### src/matrix3_inverse_transpose_assert.svh
// ---------------------------------------------------------------------------
// matrix3_inverse_transpose_assert.svh - assertion macros
// Concurrent assertion forms used by mit_fifo, clocked on i_clk, off during reset.
// ---------------------------------------------------------------------------
`ifndef MATRIX3_INVERSE_TRANSPOSE_ASSERT_SVH
`define MATRIX3_INVERSE_TRANSPOSE_ASSERT_SVH

// same-cycle implication
`define MIT_ASSERT_NOW(lbl, ante, cons) \
    lbl: assert property (@(posedge i_clk) disable iff (!i_rst_n) (ante) |-> (cons)) \
        else $error("assertion failed");

// next-cycle implication
`define MIT_ASSERT_NEXT(lbl, ante, cons) \
    lbl: assert property (@(posedge i_clk) disable iff (!i_rst_n) (ante) |=> (cons)) \
        else $error("assertion failed");

`endif

### src/mit_pkg.sv
// ---------------------------------------------------------------------------
// mit_pkg - shared types and constants
// Widths, minor index tables and the job word passed from front to back.
// ---------------------------------------------------------------------------
package mit_pkg;

    localparam int ELEM_W = 32;
    localparam int NE     = 9;
    localparam int DATA_W = NE * ELEM_W;
    localparam int COF_W  = 48;
    localparam int DET_W  = 64;
    localparam int USER_W = 2;
    localparam int USER_SING = 0;
    localparam int USER_SAT  = 1;
    localparam int DIV_STG   = ELEM_W;

    localparam logic signed [DET_W-1:0] Q_ONE = 64'sd65536;

    // minor k = a[X]*a[Y] - a[Z]*a[W], elements indexed row-major from 0
    localparam int unsigned MIN_X [NE] = '{4, 6, 3, 7, 0, 6, 1, 3, 0};
    localparam int unsigned MIN_Y [NE] = '{8, 5, 7, 2, 8, 1, 5, 2, 4};
    localparam int unsigned MIN_Z [NE] = '{7, 3, 6, 1, 6, 0, 4, 0, 3};
    localparam int unsigned MIN_W [NE] = '{5, 8, 4, 8, 2, 7, 2, 5, 1};

    typedef struct packed {
        logic [NE-1:0][COF_W-1:0] cof;
        logic [DET_W-1:0]         det;
    } t_job;

endpackage

### src/mit_fifo.sv
// ---------------------------------------------------------------------------
// mit_fifo - job queue between front and back
// Register-based FIFO; head word read combinationally.
// ---------------------------------------------------------------------------
`include "matrix3_inverse_transpose_assert.svh"

module mit_fifo import mit_pkg::*; #(
    parameter int DEPTH = 4
) (
    input  logic i_clk,
    input  logic i_rst_n,
    input  logic i_push,
    input  t_job i_job,
    output logic o_full,
    output logic o_valid,
    input  logic i_pop,
    output t_job o_job
);

    localparam int PW = $clog2(DEPTH);
    localparam int CW = $clog2(DEPTH + 1);

    t_job          r_mem [DEPTH];
    logic [PW-1:0] r_wr;
    logic [PW-1:0] r_rd;
    logic [CW-1:0] r_count;
    logic          push;
    logic          pop;

    assign o_full  = (r_count == CW'(DEPTH));
    assign o_valid = (r_count != '0);
    assign push    = i_push && !o_full;
    assign pop     = i_pop && o_valid;
    assign o_job   = r_mem[r_rd];

    always_ff @(posedge i_clk) begin
        if (!i_rst_n) begin
            r_wr    <= '0;
            r_rd    <= '0;
            r_count <= '0;
        end else begin
            if (push) begin
                r_wr <= (r_wr == PW'(DEPTH - 1)) ? '0 : r_wr + 1'b1;
            end
            if (pop) begin
                r_rd <= (r_rd == PW'(DEPTH - 1)) ? '0 : r_rd + 1'b1;
            end
            if (push && !pop) begin
                r_count <= r_count + 1'b1;
            end else if (pop && !push) begin
                r_count <= r_count - 1'b1;
            end
        end
    end

    always_ff @(posedge i_clk) begin
        if (push) begin
            r_mem[r_wr] <= i_job;
        end
    end

    `MIT_ASSERT_NEXT(a_cnt_up, push && !pop, r_count == $past(r_count) + 1'b1)
    `MIT_ASSERT_NEXT(a_cnt_dn, pop && !push, r_count == $past(r_count) - 1'b1)
    `MIT_ASSERT_NOW(a_ptr_gap, r_count == '0 || r_count == CW'(DEPTH), r_wr == r_rd)

endmodule

### config.mk
export PLATFORM = sky130hd
export DESIGN_NAME = mit_fifo
export DESIGN_NICKNAME = d
export VERILOG_FILES = /design/src/mit_pkg.sv /design/src/mit_fifo.sv
export VERILOG_INCLUDE_DIRS = /design/src /design/src/src
export SDC_FILE = /design/constraint.sdc
export NUM_CORES = 1
export LEC_CHECK = 0
export ABC_AREA = 1
export BUFFER_PORTS_ARGS = -buffer_cell sky130_fd_sc_hd__buf_2
export CORE_MARGIN = 8
export CORE_UTILIZATION = 38
export CTS_BUF_LIST = sky130_fd_sc_hd__clkbuf_4 sky130_fd_sc_hd__clkbuf_8 sky130_fd_sc_hd__clkbuf_16
export DETAILED_ROUTE_END_ITERATION = 12
export SETUP_SLACK_MARGIN = 0.2
export SLEW_MARGIN = 20
export SYNTH_ARGS = -nofsm -noshare
export SYNTH_HDL_FRONTEND = slang
export SYNTH_SLANG_ARGS = --single-unit
export TNS_END_PERCENT = 5
### constraint.sdc
create_clock -name i_clk -period 31.3 [get_ports i_clk]
set_input_delay 6.26 -clock i_clk [delete_from_list [all_inputs] [get_ports i_clk]]
set_output_delay 6.26 -clock i_clk [all_outputs]
set_load 0.01 [all_outputs]
# Word-level counts from Yosys, hierarchy flattened
# Memories as Yosys holds them, arrays and structs flattened. A register that Yosys moved wholly into a read port is not among the register bits.
# Cells that the tools add are included.
# word_totals
register_bits	7
ramBits	1984
n_memories	1
output_inout_bits	498
romBits	0
latch_bits	0
# mem_list
name	depth	word_bits	read_ports	rd_ports_with_merged_regs	wr	line	source
r_mem	4	496	1	1	1	mit_fifo.sv:23	t_job r_mem [DEPTH];
# op_classes
multipliers	0
n_div	0
n_lt_le_gt_ge	0
bitwise_logic	0
addsub	4
muxes	8
eq_ne	3
n_reduce_logical	9
shifts	0
# ops
operator	count
2-bit two-way mux	4
3-bit two-way mux	2
2-bit by 1-bit adder with 2-bit output (second input constant)	2
2-bit == test (second input constant)	2
1-bit logical AND	4
3-bit by 1-bit adder with 3-bit output (second input constant)	1
3-bit == test (second input constant)	1
1-bit logical NOT	3
3-bit nonzero test	1
3-bit by 1-bit subtractor with 3-bit output (second input constant)	1
1-bit two-way mux	2
2-bit nonzero test	1

# Logic depth before layout (Yosys ltp)
# Gate-level depths: netlist (run 1).
# logic_depth
word_depth	7
mapped_depth	13

# Worst setup path before layout (run 1)
# No wires, ideal clock.
# synth_timing
path_type	input -> register
start	input port i_push
end	memory r_mem[0][0] (netlist name), enable pin
n_path_buf	0
setup_ps	1369
arrival_time_ps	26910
t_required_ps	29931
cell_stages	2
setup_slack_ps	3021
path_cell_list	nand2_1 -> nor2_1
# synth_via
elab_chain_len	3
# synth_rtl
item	line	source
start, declared	mit_fifo.sv:12	input logic i_push,
1-bit logical AND	mit_fifo.sv:32	assign push = i_push && !o_full;
1-bit two-way mux	mit_fifo.sv:57	if (push) begin
1-bit two-way mux (implied by the code)	mit_fifo.sv:58	r_mem[r_wr] <= i_job;
end, declared	mit_fifo.sv:23	
# Every way passes these cells.

==> impl_metrics.json, run 1 <==
{
  "worst_case_setup_margin_in_the_final_layout_ns": 19.37,
  "critPathLaunchType": "register",
  "worst-endpoint-arrival_ns": 5.67,
  "reg2reg_slack_ns": 26.32,
  "r2r-end": "r_mem[1][423]",
  "leakagePower_nw": 29.8,
  "mostFrequentLayoutCell": "edfxtp_1",
  "cts_hold_buffers": 0,
  "number_of_global_route_vias_before_repair": 42600,
  "die_h_um": 455,
  "design.final.nets": 6304,
  "tritoncts": "done",
  "ws_path_type": "reg -> out",
  "clock_tree.root_cell": "clkbuf_16",
  "io_buffers": 997,
  "hp-start": "r_count[0]",
  "via_density_per_instance": 5.24,
  "finalClockSkew_ns": 0.0266,
  "number_of_max_capacitance_violations_reported": 0,
  "antenna_found_initial": 111,
  "worstPathMaxFanout": 98,
  "most-common-layout-cells": "edfxtp_1 (1984), nor2_1 (1005), buf_2 (997)",
  "remaining_drc_errors": 0,
  "maxSlewHeadroom": 0.265,
  "share_comb_of_total_power": 0.269,
  "fmaxAchievable_ghz": 0.0838,
  "min_delay_worst_endpoint": "r_count[0]",
  "worst-slew-pin-transition_ns": 1.10,
  "grt-ovfl-total": 0,
  "cts_repair_resize_count": 0,
  "placement.setup.worst_slack_ns": 20.18,
  "drt.antenna.violating_nets": 0,
  "detailroute.via_count": 44900,
  "dieArea_sq_um": 207000,
  "post_synth_num_cell_types": 20,
  "synth.yosys.seq_area_share": 0.815,
  "final.period_utilization": 0.381,
  "cts.clk_slew.worst_paths_ns": 0.06,
  "synthesis.area_sq_um": 73400,
  "finalWeightedCongestion": 0.817,
  "post_cts.repair.setup_buffers": 0,
  "global_route.usage.total": 0.183,
  "finalCriticalPeriod_ns": 11.93,
  "netSwitchingFraction": 0.328,
  "power_per_cell_area_nw_per_um2": 88.0,
  "synthesis.yosys.warnings": 0,
  "syn_to_final_growth_pct": 18.8,
  "p_int_mw": 5.15,
  "grt_start_max_net_pins": 204,
  "worst-r2r-cell-count": 8,
  "critical_path_required_ns": 25.04,
  "drv_slew": 0,
  "outcome": "complete, no violations",
  "final_layout_size_suffix_gt1_frac": 0.231,
  "p_switching_mw": 2.52,
  "synthesis.nets": 5373,
  "clock_buffers_created_by_tritoncts": 199,
  "design.core.area_sq_um": 192000,
  "cts_max_path_buffers": 3,
  "setup.worst_path.end_class": "output port",
  "cts_htree_levels": 4,
  "regToRegStartpoint": "r_count[1]",
  "wire_per_inst_um": 23.4,
  "setup_viol": 0,
  "dieWidth_um": 455,
  "ys_ff_latch": 1993,
  "clock_sink_count": 1993,
  "number_of_placement_rows": 161,
  "worstHoldPathCells": 2,
  "rsz0062_at_grt": "false",
  "synth_async_sr_flop_share": 0,
  "drt_wl_total_um": 201000,
  "syn_area_per_cell_sq_um": 15.1,
  "ys_dominant_reg_cell": "edfxtp_1",
  "design.portCount": 998,
  "worstHoldPathType": "reg -> reg",
  "detail_route.iter0.violations": 3848,
  "grt_pass1_wl_um": 286000,
  "hpwl_um": 125000,
  "fin_tns_setup_ns": 0,
  "power.ir.vdd_worst_uv": 79.8,
  "drt_pre_antenna_iters": 5,
  "clock_insertion_delay_worst_skew_ns": 0.82,
  "timing.final.hold_violations": 0,
  "power.share.clock": 0.298,
  "initial_core_util": 0.382,
  "seq_power_share": 0.433,
  "synth_cells": 4866,
  "synth_enable_flop_cells": 1984
}
[power groups by stage]
stage               sequential [mW]  combinational, mW  clock (mW)
floorplan                      3.60               1.14           0
global placement               3.37               2.07           0
detailed placement             3.38               2.08           0
CTS                            3.32               2.09        2.34
global route                   3.34               2.23        2.44
finish                         3.32               2.06        2.29
[critical path: stages, from the launching register on]
cell	delay [ns]
dfxtp_4	0.84
buf_4	0.85
buf_4	0.60
buf_4	0.71
buf_4	0.83
o21ai_0	0.26
o22ai_1	0.29
buf_2	0.18
[worst max path at each step]
stage	start	cells past startpoint	endpoint	slack, ns
2_1_floorplan	i_push	2	r_mem[0][0]	3.02
6_report	register	7	o_job[339]	19.37
3_3_place_gp	register	7	o_job[118]	20.29
4_1_cts	register	7	o_job[339]	19.26
3_5_place_dp	register	7	o_job[339]	20.18
5_1_grt	register	7	o_job[339]	18.94
[Yosys cell counts, types with 12 or more instances]
cell type,number,share of area
inv_1,16,0.00082
buf_2,86,0.0059
clkbuf_1,201,0.010
o21ai_1,453,0.031
o21ai_0,541,0.037
o22ai_1,496,0.042
edfxtp_1,1984,0.81
buf_4,21,0.0021
buf_1,12,0.00061
nand2_1,15,0.00077
nor2_1,1009,0.052
[registers in the layout, summed over array words and instances (netlist names), named ones only]
register and cells:
r_rd 2, r_count 3, r_mem 1984, r_wr 2
[routing by layer]
| layer | vias up | global-route usage | wire length, um |
|---|---|---|---|
| li1 | 20500 | - | - |
| met1 | 22300 | 0.226 | 79100 |
| met2 | 1539 | 0.294 | 95000 |
| met3 | 424 | 0.0592 | 17100 |
| met4 | 52 | 0.0820 | 9130 |
| met5 | - | 0 | 339 |
[metrics by stage]
step	area [sq um]	total power [mW]	util	std cells	hold slack, ns
5_1_grt	87100	8.01	0.453	8532	0.565
3_3_place_gp	80600	5.44	0.420	8121	0.498
4_1_cts	86900	7.75	0.452	8489	0.526
6_report	87200	7.67	0.454	8569	0.529
3_5_place_dp	80600	5.46	0.420	8121	0.513
2_1_floorplan	73400	4.74	-	4866	0.480
[logic make-up (layout without fill, tap and decap cells)]
group | after synthesis | after routing | synth area share
other | 0 | 79 | 0
DFF | 1993 | 1993 | 0.815
buffers and inverters | 347 | 1445 | 0.0212
AOI/OAI and AO/OA | 1492 | 1492 | 0.110
and+or+nand+nor | 1027 | 1027 | 0.0527
adders and majority gates | 7 | 7 | 0.00130
[final cells by class]
type / count / area, sq um
fill: 16900 / 105000
timing repair buffer: 1059 / 5570
clock buffer: 242 / 5360
tap: 2526 / 3160
antenna: 79 / 198
inverter: 18 / 82.6
clock inverter: 126 / 961
multi-input combinational: 2526 / 12100
sequential: 1993 / 59800
(Power assumes the default switching activity.)
==> run 2, diff against run 1 <==
- ABC_AREA: 1 -> 0
- clock period: 31.3 -> 9.68 ns (I/O delays scaled with it)
==> impl_metrics.json, run 2 <==
{
  "remaining_drc_errors": 0,
  "post-place-cells": 6077,
  "via_density_per_instance": 5.04,
  "cp_slowest_stage_delay_ns": 0.76,
  "antenna_found_initial": 114,
  "synth_cells": 2641,
  "io_buffers": 997,
  "synth_most_common_cell": "edfxtp_1",
  "critPathLaunchType": "register",
  "mostFrequentLayoutCell": "edfxtp_1",
  "dieWidth_um": 452,
  "number_of_global_route_vias_before_repair": 34100,
  "ws_path_type": "reg -> out",
  "timing.final.hold_violations": 0,
  "synthesis.yosys.warnings": 0,
  "finalWeightedCongestion": 0.795,
  "detailroute.via_count": 32700,
  "clock_insertion_delay_worst_skew_ns": 0.83,
  "synth_async_sr_flop_share": 0,
  "worst_case_setup_margin_in_the_final_layout_ns": 4.08,
  "post_synth_num_cell_types": 23,
  "detail_route.iter0.violations": 2611,
  "worst-endpoint-arrival_ns": 3.67,
  "design.core.area_sq_um": 189000,
  "leakagePower_nw": 28.3,
  "syn_area_per_cell_sq_um": 27.3,
  "final_layout_size_suffix_gt1_frac": 0.471,
  "setup.worst_path.end_class": "output port",
  "wire_per_inst_um": 26.6,
  "synth_enable_flop_cells": 1984,
  "number_of_max_capacitance_violations_reported": 0,
  "cp_cell_sequence": "buf_12 -> buf_4 -> mux4_2 -> buf_2",
  "hpwl_um": 111000,
  "synth_largest_area_cell": "edfxtp_1",
  "design.final.nets": 4277,
  "syn_to_final_growth_pct": 19.8,
  "largest_registers": "r_mem: 1984 flops, r_count: 3 flops",
  "worst-r2r-cell-count": 5,
  "maxSlewHeadroom": 0.336,
  "finalNonFillerCells": 6497,
  "global_route.usage.total": 0.162,
  "top_register": "r_mem",
  "setup_viol": 0,
  "synthesis.nets": 3148,
  "clock_sink_count": 1993,
  "outcome": "complete, no violations",
  "tritoncts": "done",
  "drt.antenna.violating_nets": 0,
  "synth_area_leaders": "edfxtp_1 (83%), mux4_2 (15%), buf_6 (0.78%)",
  "most-common-layout-cells": "edfxtp_1 (1984), buf_2 (997), mux4_2 (496)",
  "largest_register_ff_count": 1984,
  "clock_buffers_created_by_tritoncts": 201,
  "post_cts.repair.setup_buffers": 0,
  "die_h_um": 452,
  "synth_largest_type_area_fraction": 0.827,
  "cts_repair_resize_count": 0,
  "power.ir.vdd_worst_uv": 182,
  "critical_path_required_ns": 7.74,
  "finalCriticalPeriod_ns": 5.60,
  "worst-slew-pin-transition_ns": 0.996,
  "dieArea_sq_um": 204000,
  "grt_start_max_net_pins": 150,
  "synthesis.area_sq_um": 72100,
  "drt_wl_total_um": 173000,
  "drt_pre_antenna_iters": 7,
  "power_per_cell_area_nw_per_um2": 270,
  "grt_pass1_wl_um": 242000,
  "number_of_placement_rows": 160,
  "finalClockSkew_ns": 0.0346,
  "clock_tree.root_cell": "clkbuf_16",
  "fin_tns_setup_ns": 0,
  "worstHoldPathCells": 2,
  "ys_top_cells_by_count": "edfxtp_1 (1984), mux4_2 (496), buf_2 (51)",
  "ys_ff_latch": 1993,
  "grt-ovfl-total": 0,
  "cts_htree_levels": 4,
  "synth.yosys.seq_area_share": 0.829,
  "fmaxAchievable_ghz": 0.179,
  "final.period_utilization": 0.579,
  "design.portCount": 998,
  "cts_hold_buffers": 0,
  "worstPathMaxFanout": 112,
  "slowest_stage": "dfxtp_4",
  "cts_max_path_buffers": 3,
  "cts.clk_slew.worst_paths_ns": 0.06,
  "drv_slew": 0,
  "placement.setup.worst_slack_ns": 4.54,
  "ys_dominant_reg_cell": "edfxtp_1",
  "rsz0062_at_grt": "false",
  "worstHoldPathType": "reg -> reg",
  "initial_core_util": 0.381
}
[run 2: area by class of cell]
class	instances	area, sq um
Fill cell	15900	103000
Sequential cell	1993	59800
Multi-Input combinational cell	533	11500
Timing Repair Buffer	1038	5540
Clock buffer	239	5330
Tap cell	2511	3140
Clock inverter	125	965
Antenna cell	55	138
Inverter	3	11.3
[run 2: cells by family after synthesis]
logic type,Yosys count,synth area share
mux,499,0.155
fa+ha+maj,7,0.00132
xor+xnor,2,0.000243
buf+inv,115,0.0121
compound gates,5,0.000417
flops,1993,0.829
simple gates,20,0.00144
[run 2: worst paths after layout]
| kind | startpoint | end | slack (ns) |
|---|---|---|---|
| setup reg to reg | r_count[0] | r_mem[2][314] | 6.08 |
| setup / recovery | register | o_job[186] | 4.08 |
| hold / removal | r_wr[1] | r_wr[1] | 0.51 |
| hold reg to reg | r_wr[1] | r_wr[1] | 0.51 |
[run 2: report_power, final]
group | internal [mW] | total (mW) | switching (mW) | leakage [nW]
clock | 4.17 | 7.35 | 3.18 | 3.14
sequential | 10.5 | 10.7 | 0.216 | 18.3
combinational | 2.23 | 5.24 | 3.01 | 6.94
total | 16.9 | 23.3 | 6.40 | 28.3
[run 2: metrics by stage]
step,area (sq um),utilization,total power [mW],hold slack [ns]
final,86400,0.456,23.3,0.510
after global routing,86300,0.456,24.2,0.531
after CTS,86200,0.455,23.7,0.508
after detailed placement,79900,0.422,16.3,0.499
after global placement,79900,0.422,16.3,0.485
after floorplan,72100,-,14.4,0.468
[run 2: worst max-delay path, delay by kind of cell, from the launching register on]
| family | cells | cell delay (ns) |
|---|---|---|
| flops | 1 | 0.76 |
| buf+inv | 3 | 1.43 |
| mux | 1 | 0.42 |
[run 2: per-layer routing]
layer | GRT usage | share of wire | vias up
met2 | 0.268 | 0.50 | 1120
li1 | - | - | 13900
met5 | 0 | 0.0012 | -
met1 | 0.192 | 0.38 | 17200
met3 | 0.0516 | 0.069 | 404
met4 | 0.0829 | 0.052 | 34
